File: config.mk
export PLATFORM = sky130hd
export DESIGN_NAME = rpbc_cfg
export DESIGN_NICKNAME = d
export VERILOG_FILES = /design/src/rotated_projection_bin_classifier_assert.svh /design/src/rpbc_pkg.sv /design/src/rpbc_cfg.sv
export SDC_FILE = /design/constraint.sdc
export NUM_CORES = 1
export LEC_CHECK = 0
export BUFFER_PORTS_ARGS = -buffer_cell sky130_fd_sc_hd__buf_4
export CORE_AREA = 2 2 99 101
export CTS_CLUSTER_DIAMETER = 50
export DETAILED_ROUTE_END_ITERATION = 8
export DIE_AREA = 0 0 101 103
export PLACE_DENSITY = 0.83
export SLEW_MARGIN = 25
export SYNTH_ARGS = -nofsm -noshare
export SYNTH_HDL_FRONTEND = slang
export SYNTH_SLANG_ARGS = --single-unit
File: constraint.sdc
create_clock -name clk -period 1.7 [get_ports clk]
set_input_delay 0.34 -clock clk [delete_from_list [all_inputs] [get_ports clk]]
set_output_delay 0.34 -clock clk [all_outputs]
set_load 0.005 [all_outputs]
File: src/rotated_projection_bin_classifier_assert.svh
// ----------------------------------------------------------------------------
// Assertion macros for the rotated projection bin classifier
// Shared property wrappers, clocked on clk and disabled during reset.
// ----------------------------------------------------------------------------
`ifndef ROTATED_PROJECTION_BIN_CLASSIFIER_ASSERT_SVH
`define ROTATED_PROJECTION_BIN_CLASSIFIER_ASSERT_SVH

// The consequent must hold in the same cycle as the antecedent.
`define RPBC_ASSERT_SAME(label, ante, cons, msg) \
    label: assert property (@(posedge clk) disable iff (!rst_n) (ante) |-> (cons)) \
        else $error(msg);

// The consequent must hold in the cycle after the antecedent.
`define RPBC_ASSERT_NEXT(label, ante, cons, msg) \
    label: assert property (@(posedge clk) disable iff (!rst_n) (ante) |=> (cons)) \
        else $error(msg);

`endif

File: src/rpbc_pkg.sv
// ----------------------------------------------------------------------------
// rpbc_pkg
// Shared types and constants of the rotated projection bin classifier.
// ----------------------------------------------------------------------------
package rpbc_pkg;

    localparam int NUM_BINS_DEF    = 10;
    localparam int COUNT_WIDTH_DEF = 16;

    localparam int APB_ADDR_W = 5;
    localparam int APB_DATA_W = 32;
    localparam int REG_IDX_W  = 3;

    localparam logic [REG_IDX_W-1:0] REG_COS_COEF  = 3'd0;
    localparam logic [REG_IDX_W-1:0] REG_SIN_COEF  = 3'd1;
    localparam logic [REG_IDX_W-1:0] REG_MIN_X     = 3'd2;
    localparam logic [REG_IDX_W-1:0] REG_BIN_SCALE = 3'd3;
    localparam logic [REG_IDX_W-1:0] REG_HARD_MODE = 3'd4;

    localparam logic signed [15:0] COS_COEF_RST = 16'sd32767;

    // Ratio windows, all scaled by RATIO_DEN so the tests stay in integers.
    localparam int RATIO_DEN  = 10;
    localparam int RATIO_HALF = 5;
    localparam int RATIO_HIGH = 18;
    localparam int TOL_TIGHT  = 1;
    localparam int TOL_LOOSE  = 2;

    typedef struct packed {
        logic signed [15:0] cos_coef;
        logic signed [15:0] sin_coef;
        logic signed [31:0] min_x;
        logic        [31:0] bin_scale;
        logic               hard_mode;
    } cfg_t;

    typedef struct packed {
        logic cap;
        logic mul;
        logic off;
        logic scl;
        logic bin;
        logic upd;
        logic fin;
    } dp_cmd_t;

    typedef struct packed {
        logic below;
    } dp_stat_t;

endpackage

File: src/rpbc_cfg.sv
// ----------------------------------------------------------------------------
// rpbc_cfg
// APB register file holding the rotation, range and mode settings.
// ----------------------------------------------------------------------------
module rpbc_cfg
(
    input  logic                             clk,
    input  logic                             rst_n,
    input  logic                             psel,
    input  logic                             penable,
    input  logic                             pwrite,
    input  logic [rpbc_pkg::APB_ADDR_W-1:0]  paddr,
    input  logic [rpbc_pkg::APB_DATA_W-1:0]  pwdata,
    output logic [rpbc_pkg::APB_DATA_W-1:0]  prdata,
    output logic                             pready,
    output rpbc_pkg::cfg_t                   cfg
);

    logic [rpbc_pkg::REG_IDX_W-1:0] reg_idx;
    logic                           wr_en;

    logic signed [15:0] cos_coef_reg;
    logic signed [15:0] sin_coef_reg;
    logic signed [31:0] min_x_reg;
    logic        [31:0] bin_scale_reg;
    logic               hard_mode_reg;

    assign pready  = 1'b1;
    assign reg_idx = paddr[rpbc_pkg::APB_ADDR_W-1:2];
    assign wr_en   = psel && penable && pwrite && pready;

    always_ff @(posedge clk or negedge rst_n)
    begin
        if (!rst_n)
        begin
            cos_coef_reg  <= rpbc_pkg::COS_COEF_RST;
            sin_coef_reg  <= '0;
            min_x_reg     <= '0;
            bin_scale_reg <= '0;
            hard_mode_reg <= 1'b0;
        end
        else if (wr_en)
        begin
            unique case (reg_idx)
                rpbc_pkg::REG_COS_COEF:  cos_coef_reg  <= $signed(pwdata[15:0]);
                rpbc_pkg::REG_SIN_COEF:  sin_coef_reg  <= $signed(pwdata[15:0]);
                rpbc_pkg::REG_MIN_X:     min_x_reg     <= $signed(pwdata[31:0]);
                rpbc_pkg::REG_BIN_SCALE: bin_scale_reg <= pwdata[31:0];
                rpbc_pkg::REG_HARD_MODE: hard_mode_reg <= pwdata[0];
                default:                 ;
            endcase
        end
    end

    always_comb
    begin
        unique case (reg_idx)
            rpbc_pkg::REG_COS_COEF:  prdata = {16'd0, cos_coef_reg};
            rpbc_pkg::REG_SIN_COEF:  prdata = {16'd0, sin_coef_reg};
            rpbc_pkg::REG_MIN_X:     prdata = min_x_reg;
            rpbc_pkg::REG_BIN_SCALE: prdata = bin_scale_reg;
            rpbc_pkg::REG_HARD_MODE: prdata = {31'd0, hard_mode_reg};
            default:                 prdata = '0;
        endcase
    end

    always_comb
    begin
        cfg.cos_coef  = cos_coef_reg;
        cfg.sin_coef  = sin_coef_reg;
        cfg.min_x     = min_x_reg;
        cfg.bin_scale = bin_scale_reg;
        cfg.hard_mode = hard_mode_reg;
    end

endmodule

### Word level (Yosys, flattened, before mapping)

Cells that the tools add are included.

| storage, ports and cells | value |
|---|---|
| register bits | 97 |
| logic and storage cells | 18 |
| bits of input ports | 42 |

| operators by class | value |
|---|---|
| equal/unequal tests | 4 |
| mux-type cells | 1 |
| reductions and logical operators | 8 |

Operator list:

| cell | count |
|---|---|
| $pmux W32 S5 | 1 |
| $reduce_and A2 Y1 | 5 |
| $eq A3 B2 Y1 const B | 2 |
| $eq A3 B1 Y1 const B | 1 |
| $eq A3 B3 Y1 const B | 1 |
| $logic_not A3 Y1 | 1 |
| $logic_and A1 B1 Y1 | 2 |

### Depth between registers and ports, before layout

Gate-level depths: netlist (run 1).

| logic depth | value |
|---|---|
| word-level depth | 3 |
| gate-level depth with buffers | 5 |
| mapped depth without buffers | 3 |

### Worst setup path before layout (run 1)

No wires, ideal clock.

| timing path | value |
|---|---|
| path type | input port to output port |
| start point | input paddr[2] (netlist name) |
| end point | output prdata[0] (netlist name) |
| data arrival time | 1.326 ns |
| buffers on the path | 2 |
| slack | 0.034 ns |
| stages | 5 |
| required time | 1.360 ns |
| path through | buf_4 buf_2 mux2i_1 nor2_1 or3_1 |

| between the ends | value |
|---|---|
| cells in the longest elaborated chain, start to end | 2 |
| elaborated cells on any way between the ends | 6 |
| those cells by class | 4 x eq/ne; 1 x mux; 1 x reduce/logical |

RTL lines:

| item | line | text |
|---|---|---|
| start: declaration | rpbc_cfg.sv:12 | `input logic [rpbc_pkg::APB_ADDR_W-1:0] paddr,` |
| $eq A3 B3 Y1, or another cell as far along | rpbc_cfg.sv:57 | `unique case (reg_idx)` |
| $pmux W32 S5 * | rpbc_cfg.sv:57 |  |
| end: declaration | rpbc_cfg.sv:14 | `output logic [rpbc_pkg::APB_DATA_W-1:0] prdata,` |

Every way passes the cells marked *; elsewhere a longest branch is shown, timed or not.

### Worst setup path after layout (run 1)

| timing path | value |
|---|---|
| start point | register bin_scale_reg[8] |
| end point | output prdata[8] (netlist name) |

| between the ends | value |
|---|---|
| cells in the longest elaborated chain, start to end | 1 |

RTL lines:

| item | line | text |
|---|---|---|
| start: declaration | rpbc_cfg.sv:25 | `logic [31:0] bin_scale_reg;` |
| start signal: assignment | rpbc_cfg.sv:48 | `rpbc_pkg::REG_BIN_SCALE: bin_scale_reg <= pwdata[31:0];` |
| $pmux W32 S5 | rpbc_cfg.sv:57 |  |

Every way passes these cells.

==> flow_summary.yaml, run 1 <==
status:
  status: "complete, but fails checks"
  violations: "negative setup slack"
clock_network:
  cts_root_buf: "clkbuf_8"
  path_clk_slew_ns: 0.09
  cts_buffers: 9
  cts_tree: "yes"
  clkLatencyLatePin_ns: 0.34
  clock_sinks: 97
  cts_buffer_depth: 2
  cts-htree-levels: 3
global_routing:
  grt_usage_pct: 22.8
  overflow: 0
  grt_pass1_wl_um: 18100
  antenna_found_initial: 0
  grt_pass1_vias: 3415
  grt_start_max_net_pins: 38
finish:
  insertedDiodeCount: 0
  instances_no_fill: 650
  utilization_pct: 70.9
  fillers: 653
  nets: 573
  drive_gt1_share_pct: 73.7
  area_delta_synth_final_pct: 48.8
timing:
  rsz0062_at_grt: "true"
  fin_crit_sh_pct: 108
  relSlewSlack_pct: 65.7
  hold_viol: 0
  worst_pin_slew_ns: 0.514
  max_clock_freq_mhz: 545
  setup-violations-final: 16
  maxSlewViolCount: 0
  fin_ws_ns: -0.134
  whs_ns: 0.225
  min_period_ns: 1.83
  fin_setup_tns_ns: -1.63
  finClkSkew_ns: 0
setup_path:
  cp.required_ns: 1.36
  critPathMaxFanout: 2
  worst_path_largest_cell_delay_ns: 0.47
  crit_path_top_delay_cell: "mux4_2"
  timing_worst_setup_path_type: "reg -> out"
  cp_cell_sequence: "mux4_2, nor2b_1, buf_4"
  path_delay_family: "multiplexers"
  critPathBufInv: 1
  cp-start-kind: "register"
  endpoint_kind: "output pin"
  reg2regPathDepth: 3
  crit_arrival_ns: 1.49
  cp_num_cells: 3
logic_synthesis:
  synth_area_mm2: 0.00451
  synthDistinctLibCells: 26
  synthArstFlopShare_pct: 100
  synth_edf_count: 0
  synth-main-ff-cell: "dfrtp_1"
  synth-seq-area-share_pct: 54.3
  synth-seq-cells: 97
  syn_avg_cell_area_um2: 15.3
  netlist_instances: 294
  ys_warn_count: 0
  syn-num-nets: 336
run:
  drv_cap: 0
drt:
  ant_nets: 0
  viasPerCell: 5.19
  vias: 3371
  wl_per_cell_um: 18.4
  drt_iter0_markers: 65
  wirelength_um: 11900
  first_pass_iters: 4
  drc: 0
floorplanning:
  die_area_mm2: 0.0104
  io_pins: 172
  num_rows: 36
  start_util_pct: 47.7
  die_w_um: 101
  core_area_mm2: 0.00946
  die_h_um: 103
hold_path:
  min_path_type: "in -> reg"
  worst_hold_path.num_cells: 2
placement:
  dpl.cell_count: 579
  gp_congestion: 0.833
  hpwl_um: 8270
  numPortBuffers: 168
power_and_ir_drop:
  irDropWorstVdd_mv: 0.552
  cellPowerDensity_mw_per_mm2: 1040
  p_total_w: 0.00697
  p_leak_nw: 3.38
stage by stage:
stage	area, um^2	setup WS, ns
final	6710	-0.134
after global routing	6710	-0.202
after global placement	6040	-0.231
after CTS	6610	-0.162
after floorplan	4510	0.0343
after detailed placement	6040	-0.245
path summary, 6_finish.rpt:
path	start	to	slack [ns]
max	bin_scale_reg[8]	prdata[8]	-0.13
min	pwdata[27]	bin_scale_reg[27]	0.23
max reg2reg	bin_scale_reg[4]	bin_scale_reg[4]	0.68
min in group asynchronous	rst_n	min_x_reg[6]	0.50
min reg2reg	bin_scale_reg[21]	bin_scale_reg[21]	0.54
max in group asynchronous	rst_n	cos_coef_reg[12]	0.60
repair_timing:
item / CTS / global route
endpoints found under the setup margin: 31 / 16
hold endpoints to repair: 23 / 0
resized for setup: 3 / 9
buffers inserted: 47 / 7
hold buffers: 1 / 0
where the power goes:
group / switching, W / total [W] / internal, W
logic: 0.000766 / 0.00235 / 0.00158
clock network: 0.000744 / 0.00150 / 0.000759
registers: 0.000312 / 0.00312 / 0.00281
total: 0.00182 / 0.00697 / 0.00515
synth_stat cells, drive strengths merged, types with 2 or more instances:
| cell type | number | area, um^2 |
|---|---|---|
| dfstp | 15 | 394 |
| clkbuf | 3 | 11.3 |
| buf | 18 | 130 |
| or3 | 2 | 12.5 |
| nor2b | 15 | 93.8 |
| dfrtp | 82 | 2050 |
| mux2i | 17 | 170 |
| nor3b | 2 | 31.3 |
| nand3b | 2 | 15.0 |
| mux2 | 97 | 1130 |
| mux4 | 15 | 338 |
| nor2 | 18 | 67.6 |
cell families after synthesis:
group           share of synthesized area (%)
simple gates                             6.08
compound gates                          0.111
other cells                            0.0832
buf+inv                                  3.14
flops                                    54.3
mux                                      36.3
layout make-up:
type                            count  area [um^2]  area share [%]
Timing Repair Buffer              247         1960            29.2
Tap cell                          114          143            2.13
Sequential cell                    97         2450            36.5
Clock inverter                      3         40.0           0.597
Multi-Input combinational cell    176         1960            29.3
Clock buffer                       13          159            2.37
cells in the final DEF, fill, tap and decap left out:
master	Yosys	final
buf_8	0	1
clkinv_2	0	2
bufinv_16	0	1
nand3b_1	2	2
nor2_1	18	17
nor2_4	0	1
dfstp_2	15	15
or3_1	2	2
dfrtp_1	82	82
buf_12	1	6
clkbuf_1	3	2
buf_4	8	234
nand2b_1	1	1
mux2i_1	17	17
nand2_1	1	1
nor2b_1	15	12
nor3_1	1	1
nand4b_4	1	1
nor2b_4	0	3
clkbuf_8	0	11
buf_6	1	5
mux2_2	87	87
dlygate4sd3_1	0	1
nand4_1	1	1
a21oi_1	1	1
mux4_2	15	15
conb_1	1	1
nor3b_4	1	2
mux2_4	10	10
nor4b_2	0	1
routing by layer:
metal / GRT usage, % / vias to the layer above / part of all wire, %
met4: 6.55 / 0 / 0.79
met5: 0 / - / 0
met3: 5.42 / 8 / 6.6
met2: 39.1 / 135 / 50
li1: - / 1530 / -
met1: 29.2 / 1698 / 43
Power figures use the tool's default switching activity.
==> inputs of run 2 (changes only) <==
PLACE_DENSITY = unset   (was 0.83)
PLACE_DENSITY_LB_ADDON = 0.25   (was unset)
SLEW_MARGIN = 0   (was 25)
==> run 2 against run 1 <==
The flow still finishes with violations (negative setup slack). Critical path depth is the same. Worst setup slack lost 0.0051 ns. Die area is the same. First-iteration DRC count grew 34%. Combinational power is essentially flat. Via count shrank 1.9%. Sequential power is essentially flat. Total power shrank 2.9%. Hold slack lost 0.0047 ns. Largest cell class unchanged. Largest power group unchanged.
==> flow_summary.yaml, run 2 (synthesis gave the netlist of run 1 again) <==
run:
  drv_cap: 0
timing:
  hold_viol: 0
  fin_crit_sh_pct: 108
  maxSlewViolCount: 0
  rsz0062_at_grt: "true"
  fin_ws_ns: -0.139
  finClkSkew_ns: 0
  min_period_ns: 1.84
  max_clock_freq_mhz: 544
  setup-violations-final: 16
drt:
  wl_per_cell_um: 17.9
  drc: 0
  first_pass_iters: 4
  wirelength_um: 11500
  drt_iter0_markers: 87
  viasPerCell: 5.13
  vias: 3306
  ant_nets: 0
hold_path:
  worst_hold_path.num_cells: 2
  min_path_type: "in -> reg"
setup_path:
  cp_cell_sequence: "mux4_2, nor2b_1, buf_4"
  rrSetupSlack_ns: 0.67
  reg2regPathDepth: 3
  cp-start-kind: "register"
  endpoint_kind: "output pin"
  worst_path_largest_cell_delay_ns: 0.46
  timing_worst_setup_path_type: "reg -> out"
  critPathBufInv: 1
  critPathMaxFanout: 2
  path_delay_family: "multiplexers"
  cp.required_ns: 1.36
  crit_path_top_delay_cell: "mux4_2"
  cp_num_cells: 3
  crit_arrival_ns: 1.50
finish:
  area_delta_synth_final_pct: 48.8
  drive_gt1_share_pct: 74.0
  instances_no_fill: 645
  insertedDiodeCount: 0
  fillers: 659
  stdcell_area_mm2: 0.00671
  nets: 568
  final_cell_mix: "buf_4, mux2_2, dfrtp_1"
  final_common_cell: "buf_4"
power_and_ir_drop:
  irDropWorstVdd_mv: 0.614
  p_leak_nw: 3.35
  p_clk_share_pct: 19.5
  p_int_w: 0.00492
  pwr-share-comb_pct: 34.4
  cellPowerDensity_mw_per_mm2: 1010
  p_sw_w: 0.00185
  p_sw_share_pct: 27.3
  seqPwrFrac_pct: 46.1
clock_network:
  cts_buffers: 9
  clkLatencyLatePin_ns: 0.35
  clock_sinks: 97
  cts_buffer_depth: 2
  cts_root_buf: "clkbuf_8"
  path_clk_slew_ns: 0.10
  cts_tree: "yes"
  cts-htree-levels: 3
floorplanning:
  die_w_um: 101
  start_util_pct: 47.7
  io_pins: 172
  die_area_mm2: 0.0104
  core_area_mm2: 0.00946
  num_rows: 36
  die_h_um: 103
status:
  violations: "negative setup slack"
  status: "complete, but fails checks"
global_routing:
  overflow: 0
  grt_start_max_net_pins: 45
  grt_usage_pct: 21.8
  antenna_found_initial: 0
  grt_pass1_vias: 3356
  grt_pass1_wl_um: 17300
placement:
  hpwl_um: 7680
  dpl.cell_count: 577
  numPortBuffers: 168
  placed_area_mm2: 0.00606
  gp_congestion: 0.772
-- run 2: changes by cell type in the layout (fill, tap and decap cells not counted) --
cell	delta
nor4b_1	+1
nor2b_4	+3
nor2b_1	-3
buf_12	+4
buf_4	-10
clkbuf_8	-2
buf_8	-1
nor4b_2	-1
bufinv_16	-1
clkinvlp_4	+2
nor2_2	+1
nor2_1	-1
buf_6	+2
clkinv_4	+1
-- run 2: metal layers --
metal | vias to the layer above | GRT usage [%] | routed length (um)
met5 | - | 0 | 0
met4 | 0 | 8.84 | 216
met3 | 16 | 4.68 | 655
met2 | 115 | 36.9 | 5850
met1 | 1649 | 27.5 | 4820
li1 | 1526 | - | -
-- run 2: final cells by class --
cell class	count	area, um^2	area share (%)
flip-flops and latches	97	2450	36.5
multi-input cells	176	1980	29.6
clock inverters	5	33.8	0.504
repair buffers	242	1970	29.4
clock buffers	11	131	1.96
well taps	114	143	2.13
-- run 2: final timing paths --
| check | from | to |
|---|---|---|
| hold reg to reg | min_x_reg[25] | min_x_reg[25] |
| hold / removal | pwdata[20] | bin_scale_reg[20] |
| min in group asynchronous | rst_n | bin_scale_reg[3] |
| setup / recovery | bin_scale_reg[13] | prdata[13] |
| max in group asynchronous | rst_n | cos_coef_reg[5] |
| setup reg to reg | bin_scale_reg[9] | bin_scale_reg[9] |
-- run 2: per-stage QoR --
step	setup slack, ns	TNS, ns	util, %	total power, W	hold slack [ns]
after floorplan	0.0343	0	-	0.00393	0.0444
after global placement	-0.169	-11.12	64.1	0.00502	0.287
after detailed placement	-0.187	-13.78	64.1	0.00509	0.292
after CTS	-0.145	-1.92	69.1	0.00669	0.200
after global routing	-0.194	-2.60	70.9	0.00715	0.204
final	-0.139	-1.70	70.9	0.00677	0.221
-- run 2: power by group through the flow --
stage	clock, W	combinational [W]	sequential [W]
after floorplan	0	0.000752	0.00318
after global placement	0	0.00183	0.00318
after detailed placement	0	0.00188	0.00321
after CTS	0.00137	0.00220	0.00312
after global routing	0.00146	0.00252	0.00318
final	0.00132	0.00233	0.00312
-- run 2: timing repair --
action	in CTS	in global routing
setup endpoints to repair	31	19
gates resized for setup	4	15
setup buffers	37	14
hold buffers	1	0
pin swaps	0	0
hold endpoints to repair	23	0
