[config.mk]
export PLATFORM = sky130hd
export DESIGN_NAME = rpbc_ctrl
export DESIGN_NICKNAME = d
export VERILOG_FILES = /design/src/rpbc_pkg.sv /design/src/rpbc_ctrl.sv
export VERILOG_INCLUDE_DIRS = /design/src /design/src/src
export SDC_FILE = /design/constraint.sdc
export NUM_CORES = 1
export LEC_CHECK = 0
export ABC_AREA = 0
export BUFFER_PORTS_ARGS = -buffer_cell sky130_fd_sc_hd__clkbuf_2
export CAP_MARGIN = 25
export CORE_AREA = 2 2 39 41
export CTS_CLUSTER_SIZE = 40
export DETAILED_ROUTE_END_ITERATION = 8
export DIE_AREA = 0 0 41 43
export PLACE_DENSITY = 0.41
export REMOVE_ABC_BUFFERS = 1
export SKIP_CTS_REPAIR_TIMING = 1
export SYNTH_ARGS = -nofsm -noshare
export SYNTH_HDL_FRONTEND = slang
export SYNTH_SLANG_ARGS = --single-unit
[constraint.sdc]
create_clock -name clk -period 1.3 [get_ports clk]
set_input_delay 0.13 -clock clk [delete_from_list [all_inputs] [get_ports clk]]
set_output_delay 0.13 -clock clk [all_outputs]
set_load 0.05 [all_outputs]
[src/rotated_projection_bin_classifier_assert.svh]
// ----------------------------------------------------------------------------
// Assertion macros for the rotated projection bin classifier
// Shared property wrappers, clocked on clk and disabled during reset.
// ----------------------------------------------------------------------------
`ifndef ROTATED_PROJECTION_BIN_CLASSIFIER_ASSERT_SVH
`define ROTATED_PROJECTION_BIN_CLASSIFIER_ASSERT_SVH

// The consequent must hold in the same cycle as the antecedent.
`define RPBC_ASSERT_SAME(label, ante, cons, msg) \
    label: assert property (@(posedge clk) disable iff (!rst_n) (ante) |-> (cons)) \
        else $error(msg);

// The consequent must hold in the cycle after the antecedent.
`define RPBC_ASSERT_NEXT(label, ante, cons, msg) \
    label: assert property (@(posedge clk) disable iff (!rst_n) (ante) |=> (cons)) \
        else $error(msg);

`endif

[src/rpbc_pkg.sv]
// ----------------------------------------------------------------------------
// rpbc_pkg
// Shared types and constants of the rotated projection bin classifier.
// ----------------------------------------------------------------------------
package rpbc_pkg;

    localparam int NUM_BINS_DEF    = 10;
    localparam int COUNT_WIDTH_DEF = 16;

    localparam int APB_ADDR_W = 5;
    localparam int APB_DATA_W = 32;
    localparam int REG_IDX_W  = 3;

    localparam logic [REG_IDX_W-1:0] REG_COS_COEF  = 3'd0;
    localparam logic [REG_IDX_W-1:0] REG_SIN_COEF  = 3'd1;
    localparam logic [REG_IDX_W-1:0] REG_MIN_X     = 3'd2;
    localparam logic [REG_IDX_W-1:0] REG_BIN_SCALE = 3'd3;
    localparam logic [REG_IDX_W-1:0] REG_HARD_MODE = 3'd4;

    localparam logic signed [15:0] COS_COEF_RST = 16'sd32767;

    // Ratio windows, all scaled by RATIO_DEN so the tests stay in integers.
    localparam int RATIO_DEN  = 10;
    localparam int RATIO_HALF = 5;
    localparam int RATIO_HIGH = 18;
    localparam int TOL_TIGHT  = 1;
    localparam int TOL_LOOSE  = 2;

    typedef struct packed {
        logic signed [15:0] cos_coef;
        logic signed [15:0] sin_coef;
        logic signed [31:0] min_x;
        logic        [31:0] bin_scale;
        logic               hard_mode;
    } cfg_t;

    typedef struct packed {
        logic cap;
        logic mul;
        logic off;
        logic scl;
        logic bin;
        logic upd;
        logic fin;
    } dp_cmd_t;

    typedef struct packed {
        logic below;
    } dp_stat_t;

endpackage

[src/rpbc_ctrl.sv]
// ----------------------------------------------------------------------------
// rpbc_ctrl
// Sequencer that walks each request through the datapath steps.
// ----------------------------------------------------------------------------
module rpbc_ctrl
(
    input  logic                clk,
    input  logic                rst_n,
    input  logic                in_valid,
    input  logic                kind,
    output logic                in_stall,
    output logic                out_valid,
    input  logic                out_stall,
    input  rpbc_pkg::dp_stat_t  stat,
    output rpbc_pkg::dp_cmd_t   cmd
);

    `include "rotated_projection_bin_classifier_assert.svh"

    localparam logic [2:0] S_IDLE = 3'd0;
    localparam logic [2:0] S_MUL  = 3'd1;
    localparam logic [2:0] S_OFF  = 3'd2;
    localparam logic [2:0] S_SCL  = 3'd3;
    localparam logic [2:0] S_BIN  = 3'd4;
    localparam logic [2:0] S_UPD  = 3'd5;
    localparam logic [2:0] S_FIN  = 3'd6;

    logic [2:0] state_reg;
    logic [2:0] state_next;
    logic       out_valid_reg;
    logic       out_valid_next;
    logic       slot_free;

    assign in_stall  = (state_reg != S_IDLE);
    assign out_valid = out_valid_reg;
    assign slot_free = !out_valid_reg || !out_stall;

    always_comb
    begin
        state_next = state_reg;
        cmd        = '0;
        unique case (state_reg)
            S_IDLE:
            begin
                if (in_valid)
                begin
                    cmd.cap    = 1'b1;
                    state_next = kind ? S_FIN : S_MUL;
                end
            end
            S_MUL:
            begin
                cmd.mul    = 1'b1;
                state_next = S_OFF;
            end
            S_OFF:
            begin
                cmd.off    = 1'b1;
                state_next = S_SCL;
            end
            S_SCL:
            begin
                // A point below the range has no bin; go straight to the update.
                cmd.scl    = !stat.below;
                state_next = stat.below ? S_UPD : S_BIN;
            end
            S_BIN:
            begin
                cmd.bin    = 1'b1;
                state_next = S_UPD;
            end
            S_UPD:
            begin
                cmd.upd    = 1'b1;
                state_next = S_IDLE;
            end
            S_FIN:
            begin
                if (slot_free)
                begin
                    cmd.fin    = 1'b1;
                    state_next = S_IDLE;
                end
            end
            default:
            begin
                state_next = S_IDLE;
            end
        endcase
    end

    always_comb
    begin
        out_valid_next = out_valid_reg && out_stall;
        if (cmd.fin)
        begin
            out_valid_next = 1'b1;
        end
    end

    always_ff @(posedge clk or negedge rst_n)
    begin
        if (!rst_n)
        begin
            state_reg     <= S_IDLE;
            out_valid_reg <= 1'b0;
        end
        else
        begin
            state_reg     <= state_next;
            out_valid_reg <= out_valid_next;
        end
    end

    `RPBC_ASSERT_SAME(a_fin_slot_free, cmd.fin, !out_valid_reg || !out_stall, "result loaded over a pending result")
    `RPBC_ASSERT_NEXT(a_point_to_mul, cmd.cap && !kind, state_reg == S_MUL, "point request did not enter the multiply step")
    `RPBC_ASSERT_NEXT(a_upd_to_idle, cmd.upd, state_reg == S_IDLE && !in_stall, "sequencer did not return to idle after update")
    `RPBC_ASSERT_SAME(a_valid_from_fin, $rose(out_valid_reg), $past(cmd.fin), "result valid rose without a finish step")

endmodule

Word level (Yosys, flattened, before mapping)
Cells that the tools add are included.
- word-level logic and storage cells: 33
- register bits after elaboration: 4
- output and inout port bits: 9
- equal/unequal tests: 8
- reductions and logical operators: 8
- muxes and demuxes: 15
- operators with widths (operator ; count):
    one-hot mux 3 bit (6 select lines) ; 1
    2-to-1 mux 1 bit ; 11
    == test 3 bit, second input constant ; 3
    2-to-1 mux 3 bit ; 3
    == test 3 x 2 -> 1 bit, second input constant ; 2
    inequality test 2 bit, second input constant ; 2
    == test 3 x 1 -> 1 bit, second input constant ; 1
    logical NOT 1 bit ; 3
    logical NOT 3 bit ; 1
    nonzero test 3 bit ; 1
    AND reduction 2 bit ; 1
    logical AND 1 bit ; 1
    logical OR 1 bit ; 1

Depth between registers and ports, before layout
Gate-level depths: netlist of run 1.
- word-level depth: 5
- gate-level depth with buffers: 3

Worst setup path before layout of run 1
No wires, ideal clock.
- path kind: reg-to-output
- from: register state_reg[2]
- to: output cmd[1] in the netlist's numbering
- setup slack: -539 ps
- stages on the path, launching flop included: 4
- data arrival time: 1709 ps
- path through: dfrtp_1 buf_4 inv_1 nor3b_1
- RTL lines (element ; RTL line ; RTL):
    from (decl) ; rpbc_ctrl.sv:28 ; logic [2:0] state_reg;
    from (signal assigned) ; rpbc_ctrl.sv:110 ; state_reg <= state_next;
    to (decl) ; rpbc_ctrl.sv:15 ; output rpbc_pkg::dp_cmd_t cmd

==> results of run 1 <==
-- routing by layer --
metal  routed length, microns  vias to the layer above  track usage [%]
li1                         -                      154                -
met1                      355                      141             10.7
met2                      332                       12             12.5
met3                       62                        2             2.62
met4                       19                        0             12.0
met5                        0                        -                0
-- per-stage QoR --
| stage | cell area [sq um] | power, mW | setup TNS (ns) | setup WS, ns |
|---|---|---|---|---|
| after CTS | 410 | 1.29 | -1.09 | -0.239 |
| after global routing | 465 | 1.46 | -1.03 | -0.181 |
| after global placement | 388 | 1.14 | 0 | 0.0284 |
| after floorplan | 268 | 0.878 | -1.93 | -0.567 |
| final | 465 | 1.38 | -0.569 | -0.130 |
| after detailed placement | 388 | 1.13 | 0 | 0.0142 |
-- synthesized netlist by cell type, types with 2 or more instances --
cell type                  number
sky130_fd_sc_hd__dfrtp_1        4
sky130_fd_sc_hd__nor2_1         2
sky130_fd_sc_hd__and2_1         2
sky130_fd_sc_hd__nand2_1        3
sky130_fd_sc_hd__inv_1          2
sky130_fd_sc_hd__a211oi_1       2
sky130_fd_sc_hd__nor3b_1        2
-- power breakdown --
group | total [mW] | internal, mW | switching, mW
Clock | 0.152 | 0.103 | 0.0489
Combinational | 0.975 | 0.369 | 0.606
Sequential | 0.253 | 0.183 | 0.0700
-- final cells by class --
type / count / area, sq um
inverter: 2 / 7.51
tap: 16 / 20.0
multi-input combinational: 24 / 173
timing repair buffer: 19 / 143
sequential: 4 / 100
clock buffer: 3 / 22.5
fill: 160 / 918
-- worst paths after layout --
check	from	to	slack, ns	cells past startpoint
min	out_stall	out_valid$_DFF_PN0_	0.16	2
min reg2reg	out_valid$_DFF_PN0_	out_valid$_DFF_PN0_	0.56	1
min in group asynchronous	rst_n	state_reg[0]$_DFFE_PN0P_	0.24	2
max reg2reg	state_reg[1]$_DFFE_PN0P_	state_reg[1]$_DFFE_PN0P_	0.13	3
max	state_reg[2]$_DFFE_PN0P_	cmd[6]	-0.13	3
max in group asynchronous	rst_n	state_reg[2]$_DFFE_PN0P_	0.94	2
-- kinds of logic (layout without fill, tap and decap cells) --
group | after synthesis | after routing | share of synthesized area [%]
and+or+nand+nor | 17 | 17 | 35.8
AOI/OAI and AO/OA | 6 | 6 | 16.2
DFF | 4 | 4 | 34.9
buffers and inverters | 4 | 24 | 9.17
muxes | 1 | 1 | 3.93
==> impl.org, run 1 <==
** Global routing
- Entering global routing, the biggest net connects 11 pins.
- Global routing used 9.66% of the available tracks across all layers.
- First-pass GRT wire length :: 1070 microns
- Initial antenna violation count :: 0
- Total gr overflow :: 0
- The via count of the first global-routing pass came to 288.

** Floorplanning
- In this run the horizontal extent of the chip is 41 microns.
- Count of boundary I/O pins :: 15
- Row generation in the floorplan step produced 14 rows.
- The core region is 0.00138 sq mm.
- The floorplan step defined a die boundary enclosing 0.00176 sq mm.
- In this run the vertical extent of the chip is 43 microns.
- Starting density of the core :: 20.7%

** Placed design
- Post-detailed-placement half-perimeter wirelength :: 568 microns
- Number of buffers inserted by port buffering :: 14
- Counting tap cells, the placed design contains a total of 64 instances.
- Routability-driven placement finished with a final weighted congestion of 0.669.

** Setup path
- Cell breakdown of the critical path :: or3_4, nor2_4, buf_8
- Grouping stages by cell kind, the critical path spends the most delay in simple AND/OR/NAND/NOR gates.
- Type of the setup path with the least slack :: flip-flop to output pin
- Buf+Inv Stages, Crit Path :: 1
- For the worst setup path, the data required time is 1.17 ns.
- Highest cell delay on the worst timing path :: 0.41 ns
- Arrival time at the worst endpoint :: 1.30 ns
- Crit-path max FO :: 4
- Crit end category :: output pin
- Highest-delay cell along the critical path :: sky130_fd_sc_hd__dfrtp_1
- Startpoint Class :: flip-flop

** Timing
- For the final database, setup skew stands at 0.000603 ns.
- After layout, the worst path uses 110% of the clock period.
- RSZ-0062 raised after global routing :: yes
- Hold is met by 0.160 ns.
- For the pin with the worst max-slew slack, the measured transition is 0.279 ns.
- The count of pins over their slew limit is 0.
- Slew headroom :: 81.5%
- Minimum clock period after layout :: 1.43 ns
- Achievable Freq :: 0.699 GHz
- Final setup violating endpoints :: 6
- Final setup margin :: -0.130 ns
- Number of failing hold endpoints at the final stage :: 0

** Synthesis
- The cell area that synthesis handed to floorplanning was 287 sq um.
- Counting every instance in the synthesized netlist gives 32.
- By area the synthesized netlist is led by sky130_fd_sc_hd__dfrtp_1, sky130_fd_sc_hd__a211oi_1, sky130_fd_sc_hd__nor3b_1, sky130_fd_sc_hd__and2_1, sky130_fd_sc_hd__buf_6.
- For this run, the number of Yosys warnings is 0.
- Summing the sequential cell areas from Yosys gives 34.9% of the chip area.
- In this run, synthesis produced a sequential element count of 4.
- A synthesized cell averages 8.95 sq um.
- Number of synthesized flops with an enable pin :: 0
- After synthesis, the netlist uses 22 different library cells.
- Among all flip-flop cells after synthesis, the most frequent one is sky130_fd_sc_hd__dfrtp_1.
- Async S/R FF share, synth :: 100%
- Area fraction of the dominant cell type after synthesis :: 34.9%
- The largest total area in the synthesized netlist belongs to sky130_fd_sc_hd__dfrtp_1.

** Clock network
- The clock passes through at most 2 buffers.
- After clock tree synthesis, the clock-pin slew on the worst setup and hold paths is 0.04 ns.
- Clock sinks :: 4
- TritonCTS built the clock tree.
- The clock reaches the later pin of the worst-skew pair after 0.23 ns.
- Total clock buffers created by CTS :: 3
- Number of H-tree levels :: 1
- The tree is rooted in a sky130_fd_sc_hd__clkbuf_4.

** Cells and area
- In the layout the commonest cells are sky130_fd_sc_hd__clkbuf_2, sky130_fd_sc_hd__buf_4, sky130_fd_sc_hd__clkbuf_4.
- Share of the core filled with cells in the final layout :: 33.6%
- Excluding fillers, the count of instances in the completed layout stands at 68.
- Share of final-layout standard cells stronger than drive strength 1 :: 51.9%
- In the final design database the tool counted 60 nets.
- Synth-to-layout area growth :: 62.4%
- The register with the most flip-flops in the layout has 3 of them.
- 0 antenna diodes ended up in the layout.

** Status
- The flow ran to the end, but the final reports show violations.
- The checks that failed: negative setup slack.

** Power and ir drop
- Power density of the placed cells :: 2970 mW/mm^2
- In this run the static leakage power is 0.220 nW.
- VDD sags by at most 0.904 mV.

** Flow run
- The tool flagged a number of max-cap violations equal to 0.

** Drt
- Post-route DRC :: 0
- WL/cell :: 11.3 microns
- Post-route antenna net violation count :: 0
- Count of TritonRoute iterations in the first routing pass :: 4
- Drt via density :: 4.54
- The routed design has 770 microns of wire.
- The routed layout has 309 vias.
- Initial detailed-routing violation count :: 2

** Hold path
- In this run the worst hold path is classified as input pin to flip-flop.
(Power assumes the default switching activity.)
==> run 2: changes to the inputs <==
--- a/config.mk
+++ b/config.mk
@@ -15,7 +15,6 @@
 export DIE_AREA = 0 0 41 43
 export PLACE_DENSITY = 0.41
 export REMOVE_ABC_BUFFERS = 1
-export SKIP_CTS_REPAIR_TIMING = 1
 export SYNTH_ARGS = -nofsm -noshare
 export SYNTH_HDL_FRONTEND = slang
 export SYNTH_SLANG_ARGS = --single-unit
==> run 2 against run 1 <==
The flow still finishes with violations (negative setup slack); via count grew 1.3%; cell area grew 4.3%; clock power is essentially flat; final cell count grew 1.5%; power grew 4.1%; worst setup slack gained 0.013 ns; worst hold slack lost 0.0015 ns; non-clock buffer count grew 1; combinational power grew 6%; critical path depth is the same.
==> impl.org, run 2 (same netlist as run 1, synthesis figures left out) <==
** Placed design
- Number of buffers inserted by port buffering :: 14 (unchanged)
- Cell area after placement :: 388 sq um (unchanged)
- Final weighted congestion of routability-driven global placement :: 0.669 (unchanged)
- The detailed-placement wirelength estimate came to 568 microns (unchanged).

** Floorplanning
- Starting density of the core :: 20.7% (unchanged)
- Vert. Die Dim :: 43 microns (unchanged)
- The placeable core region came to 0.00138 sq mm (unchanged).
- The total die area came to 0.00176 sq mm (unchanged).
- The horizontal die dimension was 41 microns (unchanged).
- Count of boundary I/O pins :: 15 (unchanged)
- Row count :: 14 (unchanged)

** Timing
- RSZ-0062 raised after global routing: yes (unchanged).
- The final count of negative-setup-slack endpoints came to 6 (unchanged).
- Final setup margin :: -0.117 ns (was -0.130 ns)
- The largest clock skew in the final design is 0.00139 ns (was 0.000603 ns).
- Minimum clock period after layout :: 1.42 ns (was 1.43 ns)
- The transition time at the pin with the least slew margin is 0.279 ns (about the same).
- Final Hold Slack :: 0.158 ns (was 0.160 ns)
- The part of the cycle the worst path needs came to 109% (was 110%).
- Achievable Freq :: 0.706 GHz (was 0.699 GHz)
- The number of endpoints with negative hold slack in the final report was 0 (unchanged).
- The count of pins over their slew limit is 0 (unchanged).
- The relative max-transition margin came to 81.5% (about the same).

** Flow run
- The count of max-cap constraint violations was 0 (unchanged).

** Clock network
- TritonCTS clock tree :: yes (unchanged)
- Worst-Skew Late Latency :: 0.23 ns (about the same)
- The maximum number of buffers from clock root to sink was 2 (unchanged).
- The root cell of the clock tree is sky130_fd_sc_hd__clkbuf_4 (unchanged).
- The TritonCTS sink count came to 4 (unchanged).
- Clock Pin Slew Worst Setup and Hold Paths :: 0.04 ns (about the same)
- Number of H-tree levels :: 1 (unchanged)
- The number of buffers created by CTS is 3 (unchanged).

** Setup path
- The category of the worst setup path capture point was an output pin (unchanged).
- The peak per-stage delay on the critical path came to 0.41 ns (about the same).
- The number of buffer and inverter stages on the critical path came to 1 (unchanged).
- Launching element of the worst setup path :: state_reg[1]$_DFFE_PN0P_ (was state_reg[2]$_DFFE_PN0P_)
- The critical-path cell with the highest stage delay is sky130_fd_sc_hd__dfrtp_1 (unchanged).
- The worst-path maximum fanout was 6 (was 4).
- The kind of launch point of the worst setup path is a flip-flop (unchanged).
- Type of the setup path with the least slack :: flip-flop to output pin (unchanged)
- Arrival time at the worst endpoint :: 1.29 ns (was 1.30 ns)
- The largest delay contributor family on the critical path was simple AND/OR/NAND/NOR gates (unchanged).
- Cell breakdown of the critical path :: or3_4, nor2_4, buf_8 (unchanged)
- The critical register-to-register path startpoint is state_reg[1]$_DFFE_PN0P_ (unchanged).
- The data required time at the worst endpoint was 1.17 ns (about the same).

** Drt
- Initial detailed-routing violation count :: 6 (was 2)
- WL/cell :: 10.9 microns (was 11.3 microns)
- Post-route antenna net violation count :: 0 (unchanged)
- The total via count in the routed design is 313 (was 309).
- The total iterations of the first detailed-routing run was 3 (was 4).
- Wirelength, routed :: 749 microns (was 770 microns)
- The post-detailed-route DRC marker count was 0 (unchanged).
- Drt via density :: 4.54 (about the same)

** Cells and area
- The number of antenna cells inserted was 0 (unchanged).
- Most frequent cells in the layout: sky130_fd_sc_hd__buf_4, sky130_fd_sc_hd__clkbuf_2, sky130_fd_sc_hd__clkbuf_4 (was sky130_fd_sc_hd__clkbuf_2, sky130_fd_sc_hd__buf_4, sky130_fd_sc_hd__clkbuf_4).
- The total non-filler cell area in the finished layout was 485 sq um (was 465 sq um).
- Share of final-layout standard cells stronger than drive strength 1 :: 54.7% (was 51.9%)
- The flip-flop count of the largest register after layout was 3 (unchanged).
- Most common cell after layout, fill and taps aside :: sky130_fd_sc_hd__buf_4
- The area growth from synthesis to layout was 69.4% (was 62.4%).
- The net count of the finished layout was 61 (was 60).

** Global routing
- The total congestion overflow is 0 (unchanged).
- The initial antenna violation count is 0 (unchanged).
- The maximum number of pins on one net before global-route repair came to 11 (unchanged).
- Vias in the first global route :: 300 (was 288)
- Global-route usage over all layers :: 10.1% (was 9.66%)
- First-pass GRT wire length :: 1120 microns (was 1070 microns)

** Power and ir drop
- Logic pwr share :: 72.0% (was 70.7%)
- The fraction of power spent switching nets came to 50.7% (was 52.5%).
- The total power after layout is 1.44 mW (was 1.38 mW).
- The part of the total power dissipated in sequential elements was 17.3% (was 18.3%).
- Internal Power :: 0.708 mW (was 0.655 mW)
- The static leakage was 0.229 nW (was 0.220 nW).
- The clock network power share came to 10.7% (was 11.0%).
- Net switching component of the power :: 0.729 mW (was 0.725 mW)
- The worst ir drop on vdd is 1.01 mV (was 0.904 mV).
- Power density of the placed cells :: 2960 mW/mm^2 (was 2970 mW/mm^2)

** Status
- Failing checks: negative setup slack (unchanged).
- Status :: complete, but fails checks (unchanged)

** Hold path
- HP Class :: input pin to flip-flop (unchanged)
- The origin of the worst min-delay path is out_stall (unchanged).
run 2: cell count changes in the layout (fill, tap and decap cells not counted), sizes merged:
cell,before,now
clkbuf,11,13
buf,10,9
run 2: final timing paths:
check	end	slack, ns	cells after the start
max reg2reg	state_reg[1]$_DFFE_PN0P_	0.14	3
max in group asynchronous	state_reg[2]$_DFFE_PN0P_	0.94	2
max	cmd[6]	-0.12	3
min in group asynchronous	state_reg[0]$_DFFE_PN0P_	0.24	2
min reg2reg	out_valid$_DFF_PN0_	0.56	1
min	out_valid$_DFF_PN0_	0.16	2
run 2: repair_timing:
item / in CTS / in global routing
pin swaps: 1 / 0
hold buffers: 1 / 0
endpoints found under the setup margin: 7 / 8
endpoints found under the hold margin: 4 / 0
gates resized for setup: 15 / 5
setup buffers: 1 / 0
run 2: cell type report:
class,instances,area [sq um]
Inverter,2,7.51
Fill cell,150,898
Sequential cell,4,100
Tap cell,16,20.0
Clock buffer,3,22.5
Multi-Input combinational cell,24,170
Timing Repair Buffer,20,165
run 2: metrics by stage:
stage	std cells	setup TNS, ns	utilization [%]	setup WS [ns]
floorplan	30	-1.93	-	-0.567
global placement	64	0	28.0	0.0284
detailed placement	64	0	28.0	0.0142
CTS	69	-0.585	34.5	-0.140
global route	69	-1.02	35.1	-0.163
finish	69	-0.449	35.1	-0.117
run 2: worst reg2reg max path, stage by stage, from the launching register on:
cell and delay [ns]:
sky130_fd_sc_hd__dfrtp_1 0.40, sky130_fd_sc_hd__buf_4 0.16, sky130_fd_sc_hd__mux2_2 0.33, sky130_fd_sc_hd__a211oi_1 0.17
run 2: routing by layer:
| metal | part of all wire [%] | vias up | GRT usage [%] |
|---|---|---|---|
| li1 | - | 156 | - |
| met1 | 46 | 143 | 11.3 |
| met2 | 42 | 12 | 13.1 |
| met3 | 8.8 | 2 | 2.62 |
| met4 | 2.5 | 0 | 12.0 |
| met5 | 0 | - | 0 |
run 2: power by group through the flow:
| stage | sequential (mW) | clock [mW] | combinational, mW |
|---|---|---|---|
| after floorplan | 0.319 | 0 | 0.559 |
| after global placement | 0.248 | 0 | 0.892 |
| after detailed placement | 0.252 | 0 | 0.878 |
| after CTS | 0.249 | 0.159 | 1.01 |
| after global routing | 0.258 | 0.171 | 1.10 |
| final | 0.248 | 0.154 | 1.03 |
